### src/rtl/wss_pkg.sv
// Shared types and constants of the weighted 3x3 smoothing stencil.
`default_nettype none
package wss_pkg;

	localparam int MAX_SIDE_DEF   = 1024;
	localparam int PIXEL_BITS_DEF = 16;

	localparam int LEN_W    = 11;
	localparam int WEIGHT_W = 16;
	localparam int IDX_W    = 10;
	localparam int SMOOTH_W = 20;
	localparam int FRAC_W   = 16;

	localparam int CFG_ADDR_W = 4;
	localparam int CFG_DATA_W = 32;

	localparam logic [LEN_W-1:0]    ROW_LENGTH_RST    = 11'd1024;
	localparam logic [WEIGHT_W-1:0] CORNER_WEIGHT_RST = 16'd3277;
	localparam logic [WEIGHT_W-1:0] EDGE_WEIGHT_RST   = 16'd6554;
	localparam logic [WEIGHT_W-1:0] CENTER_WEIGHT_RST = 16'd26214;

	typedef enum logic [1:0] {
		REG_ROW_LENGTH    = 2'd0,
		REG_CORNER_WEIGHT = 2'd1,
		REG_EDGE_WEIGHT   = 2'd2,
		REG_CENTER_WEIGHT = 2'd3
	} cfg_reg_t;

	// position and frame marker that ride along with a result
	typedef struct packed {
		logic [IDX_W-1:0] row;
		logic [IDX_W-1:0] col;
		logic             last;
	} tag_t;

	typedef struct packed {
		logic [WEIGHT_W-1:0] corner;
		logic [WEIGHT_W-1:0] edge_w;
		logic [WEIGHT_W-1:0] center;
	} weights_t;

endpackage
`default_nettype wire

### src/rtl/wss_mac.sv
// Weighting pipeline: register the window sums, multiply by the weights, add and truncate.
`default_nettype none
module wss_mac #(
	parameter int PIXEL_BITS = 16
) (
	input  logic                          clk,
	input  logic                          arst_n,
	input  logic                          en,
	input  logic                          in_valid,
	input  wss_pkg::tag_t                 tag_in,
	input  logic [PIXEL_BITS+1:0]         diag,
	input  logic [PIXEL_BITS+1:0]         orth,
	input  logic [PIXEL_BITS-1:0]         ctr,
	input  wss_pkg::weights_t             weights,
	output logic                          out_valid,
	output wss_pkg::tag_t                 tag_out,
	output logic [wss_pkg::SMOOTH_W-1:0]  result
);

	import wss_pkg::*;

	localparam int SUM_W  = PIXEL_BITS + 2;
	localparam int PROD_W = SUM_W + WEIGHT_W;
	localparam int ACC_W  = PROD_W + 2;

	logic                  v_s3;
	logic                  v_s4;
	tag_t                  tag_s3;
	tag_t                  tag_s4;
	logic [SUM_W-1:0]      diag_s3;
	logic [SUM_W-1:0]      orth_s3;
	logic [PIXEL_BITS-1:0] ctr_s3;
	logic [PROD_W-1:0]     pdiag_s4;
	logic [PROD_W-1:0]     porth_s4;
	logic [PROD_W-1:0]     pctr_s4;
	logic [ACC_W-1:0]      acc;

	always_ff @(posedge clk or negedge arst_n) begin
		if (!arst_n) begin
			v_s3 <= 1'b0;
			v_s4 <= 1'b0;
		end else if (en) begin
			v_s3 <= in_valid;
			v_s4 <= v_s3;
		end
	end

	always_ff @(posedge clk) begin
		if (en) begin
			tag_s3   <= tag_in;
			diag_s3  <= diag;
			orth_s3  <= orth;
			ctr_s3   <= ctr;
			tag_s4   <= tag_s3;
			pdiag_s4 <= diag_s3 * weights.corner;
			porth_s4 <= orth_s3 * weights.edge_w;
			pctr_s4  <= PROD_W'(ctr_s3 * weights.center);
		end
	end

	assign acc = ACC_W'(pdiag_s4) + ACC_W'(porth_s4) + ACC_W'(pctr_s4);

	assign out_valid = v_s4;
	assign tag_out   = tag_s4;
	assign result    = SMOOTH_W'(acc >> FRAC_W);

endmodule
`default_nettype wire

### config.mk
export PLATFORM = sky130hd
export DESIGN_NAME = wss_mac
export DESIGN_NICKNAME = d
export VERILOG_FILES = /design/src/rtl/wss_pkg.sv /design/src/rtl/wss_mac.sv
export SDC_FILE = /design/constraint.sdc
export NUM_CORES = 2
export LEC_CHECK = 0
export ABC_CLOCK_PERIOD_IN_PS = 8100
export BUFFER_PORTS_ARGS = -buffer_cell sky130_fd_sc_hd__buf_2
export CORE_MARGIN = 2
export CORE_UTILIZATION = 56
export DETAILED_ROUTE_END_ITERATION = 10
export PLACE_DENSITY_LB_ADDON = 0.1
export REMOVE_ABC_BUFFERS = 1
export SLEW_MARGIN = 0
export SYNTH_ARGS = -nofsm -noshare
export SYNTH_HDL_FRONTEND = slang
export SYNTH_SLANG_ARGS = --single-unit
### constraint.sdc
create_clock -name clk -period 8.1 [get_ports clk]
set_input_delay 0.405 -clock clk [delete_from_list [all_inputs] [get_ports clk]]
set_output_delay 0.405 -clock clk [all_outputs]
set_load 0.05 [all_outputs]
==> metrics <==
Avg WL per Cell=18.43 um; most used flip-flop cell after synthesis=edfxtp_1; Syn Inst Count=3605; fillers=5480; period utilization=0.8381; TNS Setup=0 ns; Slew headroom=0.3091; GR Util met2=0.4546; Worst Hold Depth=1; Post-synth EDFFs=194; Hold Path Class=input pin to flop; Unique masters post-synth=70; clk slew on worst S/H paths=0.11 ns; Critical Path RT=8.36 ns; Area growth syn-to-layout=6.019%; Final Hold Viols=0; Initial Util=0.5643; most frequent cells in the layout=721 x inv_1, 669 x fa_1, 511 x nand2_1, 394 x and2_1, 351 x ha_1; Post-CTS Setup Bufs=0; core box area=62740 um2; area post-placement=36850 um2; Bufs on Longest Clock Path=2; crit-path leading delay family=adder cells; R2R cell count=21; Worst Tran Pin Value=1.036 ns; Setup CP Type=flop to flop; DR vias/cell=5.509; register area=5876 um2; startpoint types=flop; fmax=0.1473 GHz; Die H=255.4 um; max-cap viol count=0; placer congestion estimate=0.8945; Final ANT Viol Nets=0; Mapped Area=35400 um2; hpwl dp=67780 um; multi-input logic area=26330 um2; GRT Util Overall=0.2707; largest net degree at the start of global routing=83; Buffers on Ports=166; row cnt=92; clock skew=0.01959 ns; max incr delay on CP=0.78 ns; Clk Latency, worst-skew pair=0.50 ns; Mean Syn Cell Area=9.820 um2; M1 GR Usage=0.3620; via count=24951; cell mode on critical path=fa_1; CTS tree=yes; status=finished clean; Seq/Total Area, Yosys=0.1660; Critical Path AT=7.05 ns; final setup vio count=0; critical path depth in cells=21; Nets=4814; gr ovfl total=0; #FFs+latches synth=196; Slew Viols, Final=0; Final Instance Area=37530 um2; crit path cell chain=nand2_1, fa_1, inv_1, fa_1, inv_1, fa_1, inv_1, fa_1, fa_1, inv_1, fa_1, inv_1, ha_1, nand4_1, or2_2, a211o_1, a21oi_1, o21ai_0, o41ai_1, a21oi_1, xnor2_1; DRC viols=0; synth warn=0; RSZ-0062 raised after global routing=false; Crit Path Max Fanout=16; first-pass GRT wire length=140500 um; IO Count=167; Crit. End Element=flop; clk sinks=196; WP buf/inv=5; CTS Root Cell=clkbuf_16; Num CTS Buffers=17; Die X=255.4 um; post-CTS sizing=0; DR pass1 iterations=5; H-tree Lvls=4; fraction of layout cells with a size suffix above 1=0.05948; Die Area=65240 um2; initial DRC count=1509; Post-Route WL=83490 um; Critical-path top delay cell=edfxtp_1; GR peak layer=met2; most common cell after layout, fill and taps aside=inv_1; crit path time final=6.789 ns; GRT met3 Usage=0.04187; number of global-route vias before repair=27211; Post-synth ARST share=0.01020; initial antenna violation count=3
## cells in the mapped netlist, types with 11 or more instances
| library cell | number | share of area |
|---|---|---|
| xnor2_1 | 62 | 0.015 |
| o21a_1 | 19 | 0.0040 |
| clkbuf_1 | 122 | 0.013 |
| nand3_1 | 33 | 0.0047 |
| nor2_1 | 55 | 0.0058 |
| a21oi_1 | 126 | 0.018 |
| o211ai_1 | 11 | 0.0023 |
| inv_1 | 721 | 0.076 |
| o21ai_0 | 56 | 0.0079 |
| nand2_1 | 511 | 0.054 |
| o21bai_1 | 12 | 0.0025 |
| ha_1 | 351 | 0.12 |
| xor2_1 | 36 | 0.0089 |
| nand4_1 | 19 | 0.0034 |
| a21o_1 | 70 | 0.015 |
| fa_1 | 669 | 0.38 |
| edfxtp_1 | 194 | 0.16 |
| and2_1 | 394 | 0.070 |
## layer usage
metal,wire length [um],part of all wire
met5,85,0.0010
met4,2490,0.030
met3,4688,0.056
met2,41550,0.50
met1,34670,0.42
## timing repair
| action | CTS | global route |
|---|---|---|
| hold buffers | 1 | 0 |
| hold endpoints to repair | 2 | 0 |
| endpoints found under the setup margin | 0 | 0 |
## path summary, 6_finish.rpt
kind                             from            to  slack, ns
setup reg to reg           diag_s3[6]  pdiag_s4[33]       1.31
hold / removal                ctr[15]    ctr_s3[15]       0.07
min in group asynchronous      arst_n          v_s3       0.20
hold reg to reg            tag_s3[16]   tag_out[16]       0.41
max in group asynchronous      arst_n     out_valid       7.81
setup / recovery           diag_s3[6]  pdiag_s4[33]       1.31
## state kept, by name, summed over array words and instances (netlist names)
register   cells
porth_s4      34
tag_out       21
orth_s3       18
out_valid      1
v_s3           1
tag_s3        21
pctr_s4       32
diag_s3       18
pdiag_s4      34
ctr_s3        16
## kinds of logic (layout without fill, tap and decap cells)
logic type | after synthesis | count (layout) | share of synthesized area
AND/OR/NAND/NOR | 1058 | 1058 | 0.1461
adder cells (fa/ha/maj) | 1020 | 1020 | 0.5024
buffers and inverters | 848 | 925 | 0.09020
AO/OA/AOI/OAI | 382 | 382 | 0.07023
flip-flops | 196 | 196 | 0.1660
XOR/XNOR | 98 | 98 | 0.02425
multiplexers | 3 | 3 | 0.0009189
other | 0 | 1 | 0
## area by class of cell
type / count / area share
clock buffers: 17 / 0.01133
clock inverters: 15 / 0.006501
well taps: 846 / 0.02820
repair buffers: 172 / 0.02364
multi-input cells: 2561 / 0.7016
flip-flops and latches: 196 / 0.1565
diodes: 1 / 0.00006667
inverters: 721 / 0.07211
## per-stage QoR
step,cells,utilization,setup slack [ns],hold WS [ns]
2_1_floorplan,3478,-,2.108,0.1094
3_3_place_gp,4495,0.5874,1.427,0.1886
3_5_place_dp,4495,0.5874,1.369,0.1903
4_1_cts,4528,0.5982,1.341,0.02882
5_1_grt,4529,0.5983,0.9463,0.04211
6_report,4529,0.5983,1.311,0.06805
Power is not shown: default switching activity piles up to over one toggle a cycle in this logic, so the estimate is an artifact.
