==> src/rtl/wss_cell.sv <==
// One window column cell: holds three vertical pixels and passes them to its neighbor.
`default_nettype none
module wss_cell #(
	parameter int PIXEL_BITS = 16
) (
	input  logic                  clk,
	input  logic                  arst_n,
	input  logic                  shift,
	input  logic [PIXEL_BITS-1:0] up_in,
	input  logic [PIXEL_BITS-1:0] mid_in,
	input  logic [PIXEL_BITS-1:0] px_in,
	output logic [PIXEL_BITS-1:0] up,
	output logic [PIXEL_BITS-1:0] mid,
	output logic [PIXEL_BITS-1:0] px,
	output logic [PIXEL_BITS:0]   ends
);

	logic [PIXEL_BITS-1:0] up_q;
	logic [PIXEL_BITS-1:0] mid_q;
	logic [PIXEL_BITS-1:0] px_q;

	always_ff @(posedge clk or negedge arst_n) begin
		if (!arst_n) begin
			up_q  <= '0;
			mid_q <= '0;
			px_q  <= '0;
		end else if (shift) begin
			up_q  <= up_in;
			mid_q <= mid_in;
			px_q  <= px_in;
		end
	end

	assign up   = up_q;
	assign mid  = mid_q;
	assign px   = px_q;
	// top plus bottom of the column: diagonal terms at the outer cells, orthogonal at the middle
	assign ends = {1'b0, up_q} + {1'b0, px_q};

endmodule
`default_nettype wire

==> config.mk <==
export PLATFORM = sky130hd
export DESIGN_NAME = wss_cell
export DESIGN_NICKNAME = d
export VERILOG_FILES = /design/src/rtl/wss_cell.sv
export SDC_FILE = /design/constraint.sdc
export NUM_CORES = 1
export LEC_CHECK = 0
export BUFFER_PORTS_ARGS = -buffer_cell sky130_fd_sc_hd__buf_4
export CORE_UTILIZATION = 51
export DETAILED_ROUTE_END_ITERATION = 8
export PLACE_DENSITY = 0.85
export SLEW_MARGIN = 20
export SYNTH_ARGS = -nofsm -noshare
export SYNTH_HDL_FRONTEND = slang
export SYNTH_SLANG_ARGS = --single-unit
export TNS_END_PERCENT = 100
==> constraint.sdc <==
create_clock -name clk -period 7.2 [get_ports clk]
set_clock_uncertainty 0.1 [all_clocks]
set_input_delay 1.44 -clock clk [delete_from_list [all_inputs] [get_ports clk]]
set_output_delay 1.44 -clock clk [all_outputs]
set_load 0.05 [all_outputs]
==> impl_metrics.ini, run 1 <==
[timing]
hold_ws_ns = 0.4153
hold_viol_final = 0
worst_slack_ns = 2.987
rsz0062_at_grt = no
worstMarginPinSlew_ns = 0.6186
tns_ns = 0
setup_violations = 0
fmax_mhz = 237.4
period_minus_slack_ns = 4.213
drv_slew = 0
timing.slew.headroom_pct = 58.76
min_period_over_period_pct = 58.51

[route]
drt_iter0_markers = 85
wire_per_inst_um = 15.83
dr.pass1.iters = 4
final_antenna_net_count = 0
drc = 0
wl_um = 6143
vias = 2107
via_per_inst = 5.430

[outcome]
outcome = finished, final reports clean

[clock_tree]
ctsResizeCount = 0
cts-root-buf = clkbuf_8
ctsHoldBuffers = 0
cts_tree = yes
postCtsSetupBuffers = 0
numCtsBuffers = 5
h-tree-depth = 2
cts.sinks = 48
clockBufferDepth = 2
clk_pin_slew_ns = 0.10
insertion_delay_ns = 0.30

[synth]
synth.avg_cell_area_um2 = 12.42
syn_inst = 211
ys_seq_area_share_pct = 45.85
ys_ff_latch = 48
syn_nets = 279
synth.distinct_cells = 41
yosysWarnings = 0
synth_area_um2 = 2620

[hold_path]
hold_depth = 1
hold_end = mid[0]
hold_path_class = flop to flop
min_from = mid[0]

[critical_path]
r2r-end = up[1]
r2r_setup_slack_ns = 6.29
crit_path_max_incr_delay_ns = 0.41
worstReg2RegStart = up[1]
cp_max_fo = 3
critical_path_class = flop to output port
worstSetupEndpointType = output port
crit_required_ns = 5.66
cp-start-kind = flop
reg2regPathDepth = 1
arrival_ns = 2.67
crit_slowest_cell = dfrtp_1
cp_cell_sequence = ha_1 -> fa_1 -> a21o_1 -> a221oi_2 -> o21ai_2 -> o311ai_1 -> buf_4

[placed_design]
placed_area_um2 = 3500
numPortBuffers = 115
dp_worst_setup_slack_ns = 3.316
dpl.hpwl_um = 4684
gp_congestion = 0.8139

[cells_and_area]
fin_util_pct = 74.73
final_common_cell = buf_4
seq_area_um2 = 1201
fillers = 376
layout-drive-gt1-share_pct = 55.14
diodes = 0
finalInstanceArea_um2 = 3600
final_cell_mix = 115 x buf_4, 48 x mux2_2, 48 x dfrtp_1, 16 x ha_1, 9 x a21o_1
nets = 388
area_growth_pct = 37.39
multi_input_comb_area_um2 = 1336

[grt]
antenna_found_initial = 0
grt_pass1_vias = 2049
grt_pass1_wl_um = 9563
grt_max_degree = 49
grt_usage_pct = 23.48
gr-total-overflow = 0

[power]
power_density_nw_per_um2 = 289.5
leakage_uw = 0.001749
ir_drop_mv = 0.1501

[floorplan]
die_h_um = 73.68
core_um2 = 4817
die_w_um = 73.68
rows = 25
dieArea_um2 = 5428
io_pins = 116
start_util_pct = 54.39

[run]
drv_cap = 0
==> worst max-delay path by stage <==
stage | endpoint | cells past startpoint | from
final | ends[14] | 7 | up[0]
after global routing | ends[14] | 7 | up[0]
after CTS | ends[14] | 7 | up[0]
after detailed placement | ends[14] | 7 | up[0]
after global placement | ends[14] | 7 | up[0]
after floorplan | ends[9] | 5 | up[3]
==> kinds of logic (layout without fill, tap and decap cells) <==
family | count (synthesis) | in the layout | synth area share, %
compound gates | 44 | 44 | 13.04
xor+xnor | 10 | 10 | 3.343
fa+ha+maj | 17 | 17 | 8.405
buf+inv | 17 | 127 | 3.152
flops | 48 | 48 | 45.85
mux | 48 | 48 | 20.63
simple gates | 27 | 27 | 5.587
==> registers in the layout, indices dropped and copies added (netlist names) <==
signal and flops:
mid 16, px 16, up 16
==> report_power, final <==
group / switching, µW / internal, µW
registers: 21.6 / 296
logic: 363 / 186
clock network: 94.6 / 80.5
total: 479 / 563
==> stage by stage <==
stage                     cells  total power [µW]
final                       388              1042
after global placement      380             866.1
after floorplan             211             716.4
after global routing        388              1089
after CTS                   388              1048
after detailed placement    380             873.0
==> metal layers <==
metal | part of all wire, % | global-route usage, % | wire length (µm) | vias up
met2 | 50 | 39.04 | 3042 | 60
li1 | - | - | - | 1011
met4 | 2.1 | 9.402 | 131 | 0
met3 | 4.5 | 4.252 | 277 | 14
met5 | 0 | 0 | 0 | -
met1 | 44 | 30.32 | 2692 | 1022
==> cells in the mapped netlist <==
master     count  area share (%)
a2111oi_0      1            0.33
a211o_1        1            0.33
a211oi_1       4             1.1
a21o_1         9             2.6
a21oi_1        6             1.1
a21oi_2        2            0.67
a221oi_2       2             1.1
a311oi_1       1            0.33
a31oi_1        1            0.24
a41oi_1        2            0.67
and2_1         1            0.24
and3_1         4            0.95
and4_1         1            0.33
buf_2          9             1.7
buf_6          1            0.43
clkbuf_1       3            0.43
dfrtp_1       48              46
fa_1           1            0.76
ha_1          16             7.6
inv_1          4            0.57
mux2_2        48              21
nand2_1        4            0.57
nand2b_1       1            0.24
nand3_1        3            0.57
nand4_1        2            0.48
nor2_1         3            0.43
nor2b_1        2            0.48
nor3_1         3            0.57
nor4_1         3            0.72
o211a_1        1            0.38
o211ai_1       3            0.86
o21ai_0        4            0.76
o21ai_2        1            0.33
o21bai_1       1            0.29
o21bai_2       1            0.43
o221ai_1       1            0.33
o311a_1        1            0.38
o311ai_0       1            0.33
o311ai_1       1            0.33
xnor2_1        6             2.0
xor2_1         4             1.3
==> layout make-up <==
type | count | area share, %
multi-input cells | 146 | 37.12
flip-flops and latches | 48 | 33.37
repair buffers | 115 | 23.98
well taps | 67 | 2.329
clock buffers | 6 | 2.294
clock inverters | 2 | 0.4866
inverters | 4 | 0.4171
==> critical path, delay by kind of cell (launching register included) <==
kind | cells | cell delay (ns)
AO/OA/AOI/OAI | 4 | 1.04
adder cells (fa/ha/maj) | 2 | 0.67
buffers and inverters | 1 | 0.24
flip-flops | 1 | 0.41
Note: power is estimated with default switching activity, not from simulation.
==> run 2, diff against run 1 <==
--- a/config.mk
+++ b/config.mk
@@ -6,9 +6,9 @@
 export NUM_CORES = 1
 export LEC_CHECK = 0
 export BUFFER_PORTS_ARGS = -buffer_cell sky130_fd_sc_hd__buf_4
-export CORE_UTILIZATION = 51
+export CORE_UTILIZATION = 43
 export DETAILED_ROUTE_END_ITERATION = 8
-export PLACE_DENSITY = 0.85
+export PLACE_DENSITY = 0.77
 export SLEW_MARGIN = 20
 export SYNTH_ARGS = -nofsm -noshare
 export SYNTH_HDL_FRONTEND = slang
==> constraint.sdc (replaced) <==
create_clock -name clk -period 3.5 [get_ports clk]
set_clock_uncertainty 0.1 [all_clocks]
set_input_delay 0.7 -clock clk [delete_from_list [all_inputs] [get_ports clk]]
set_output_delay 0.7 -clock clk [all_outputs]
set_load 0.05 [all_outputs]
==> impl_metrics.ini, run 2 (synthesis results as in run 1) <==
[outcome]
outcome = finished, final reports clean

[grt]
grt_busiest_layer = met2
grt_pass1_vias = 2132
antenna_found_initial = 0
grt_max_degree = 49
gr-total-overflow = 0
grt_pass1_wl_um = 9722
grt_usage_pct = 19.52
met2_usage_pct = 33.85
grt_util_met1_pct = 25.58
met3_usage_pct = 2.273

[route]
via_per_inst = 5.259
dr.pass1.iters = 4
final_antenna_net_count = 0
vias = 2088
drc = 0
wire_per_inst_um = 15.57
drt_iter0_markers = 73
wl_um = 6181

[critical_path]
crit_required_ns = 2.70
cp-start-kind = flop
worstSetupEndpointType = output port
critical_path_class = flop to output port
arrival_ns = 2.52
cp_max_fo = 3

[placed_design]
place_inst = 388
gp_congestion = 0.7955
dpl.hpwl_um = 4682
numPortBuffers = 115

[power]
netSwitchingFraction_pct = 44.53
power_density_nw_per_um2 = 608.3
clkPwrFrac_pct = 19.1
ir_drop_mv = 0.3253
p_seq_share_pct = 29.3
leakage_uw = 0.001766
combPwrFrac_pct = 51.6
switchingPower_uw = 995.0
design_power_total_uw = 2235
internal-power_uw = 1240

[floorplan]
die_h_um = 80.06
core_um2 = 5886
io_pins = 116
die_w_um = 80.06
rows = 28
dieArea_um2 = 6410
start_util_pct = 44.52

[clock_tree]
cts-root-buf = clkbuf_8
clk_pin_slew_ns = 0.09
cts_tree = yes
h-tree-depth = 2
insertion_delay_ns = 0.29
clockBufferDepth = 2
cts.sinks = 48
numCtsBuffers = 5

[hold_path]
hold_path_class = primary input to asynchronous set/reset pin

[timing]
rsz0062_at_grt = no
min_period_over_period_pct = 94.73
drv_slew = 0
timing.slew.headroom_pct = 58.86
hold_viol_final = 0
setup_violations = 0
fmax_mhz = 301.6
period_minus_slack_ns = 3.316
worstMarginPinSlew_ns = 0.6171

[run]
drv_cap = 0

[cells_and_area]
final_common_cell = buf_4
final_cell_mix = 116 x buf_4, 48 x mux2_2, 48 x dfrtp_1, 15 x ha_1, 9 x a21o_1
layout-drive-gt1-share_pct = 56.83
area_growth_pct = 40.21
diodes = 0
nets = 389
stdcell_count = 397
-- run 2: per-layer routing --
metal | up-vias | share of wire, % | wire length (µm)
met5 | - | 0 | 0
met4 | 0 | 1.3 | 78
met3 | 6 | 3.5 | 215
met2 | 53 | 51 | 3178
met1 | 1017 | 44 | 2709
li1 | 1012 | - | -
-- run 2: worst paths after layout --
path | start | to | slack [ns] | cells after the start
min | arst_n | px[15] | 0.30 | 1
min in group clk | mid[0] | mid[0] | 0.42 | 1
max | up[0] | ends[12] | 0.18 | 8
max reg2reg | up[1] | up[1] | 2.57 | 1
min reg2reg | mid[0] | mid[0] | 0.42 | 1
max in group asynchronous | arst_n | px[5] | 2.57 | 1
-- run 2: power groups by stage --
stage	registers, µW	logic [µW]	clock network [µW]
floorplan	855	632	0
global placement	663	1140	0
detailed placement	666	1150	0
CTS	655	1160	441
global route	663	1220	461
finish	655	1150	426
-- run 2: worst max-delay path, stage by stage (launching register included) --
cell and delay (ns):
dfrtp_1 0.41, ha_2 0.22, fa_2 0.35, a21o_1 0.23, a221oi_4 0.33, o21ai_2 0.14, a21oi_2 0.19, xnor2_1 0.14
buf_4 0.22
-- run 2: stage by stage --
stage / hold slack, ns / util [%] / TNS, ns / cell area, µm² / worst slack, ns
after floorplan: 0.3044 / - / -0.1554 / 2639 / -0.09478
after global placement: 0.3920 / 59.95 / 0 / 3528 / 0.3325
after detailed placement: 0.3965 / 59.95 / 0 / 3528 / 0.2907
after CTS: 0.3349 / 62.20 / 0 / 3661 / 0.03242
after global routing: 0.3687 / 62.42 / 0 / 3674 / 0.03815
final: 0.3011 / 62.42 / 0 / 3674 / 0.1845
-- run 2: area by class of cell --
cell class              instances  area (µm²)
inverters                       4       15.01
clock inverters                 2       38.79
multi-input cells             146        1371
well taps                      75       93.84
repair buffers                116       870.8
flip-flops and latches         48        1201
fillers                       498        2212
clock buffers                   6       82.58
-- run 2: what timing repair did --
action	in CTS	in global routing
setup endpoints to repair	3	5
gates resized for setup	1	2
hold buffers	0	0
setup buffers	0	1
pin swaps	0	3
endpoints found under the hold margin	0	0
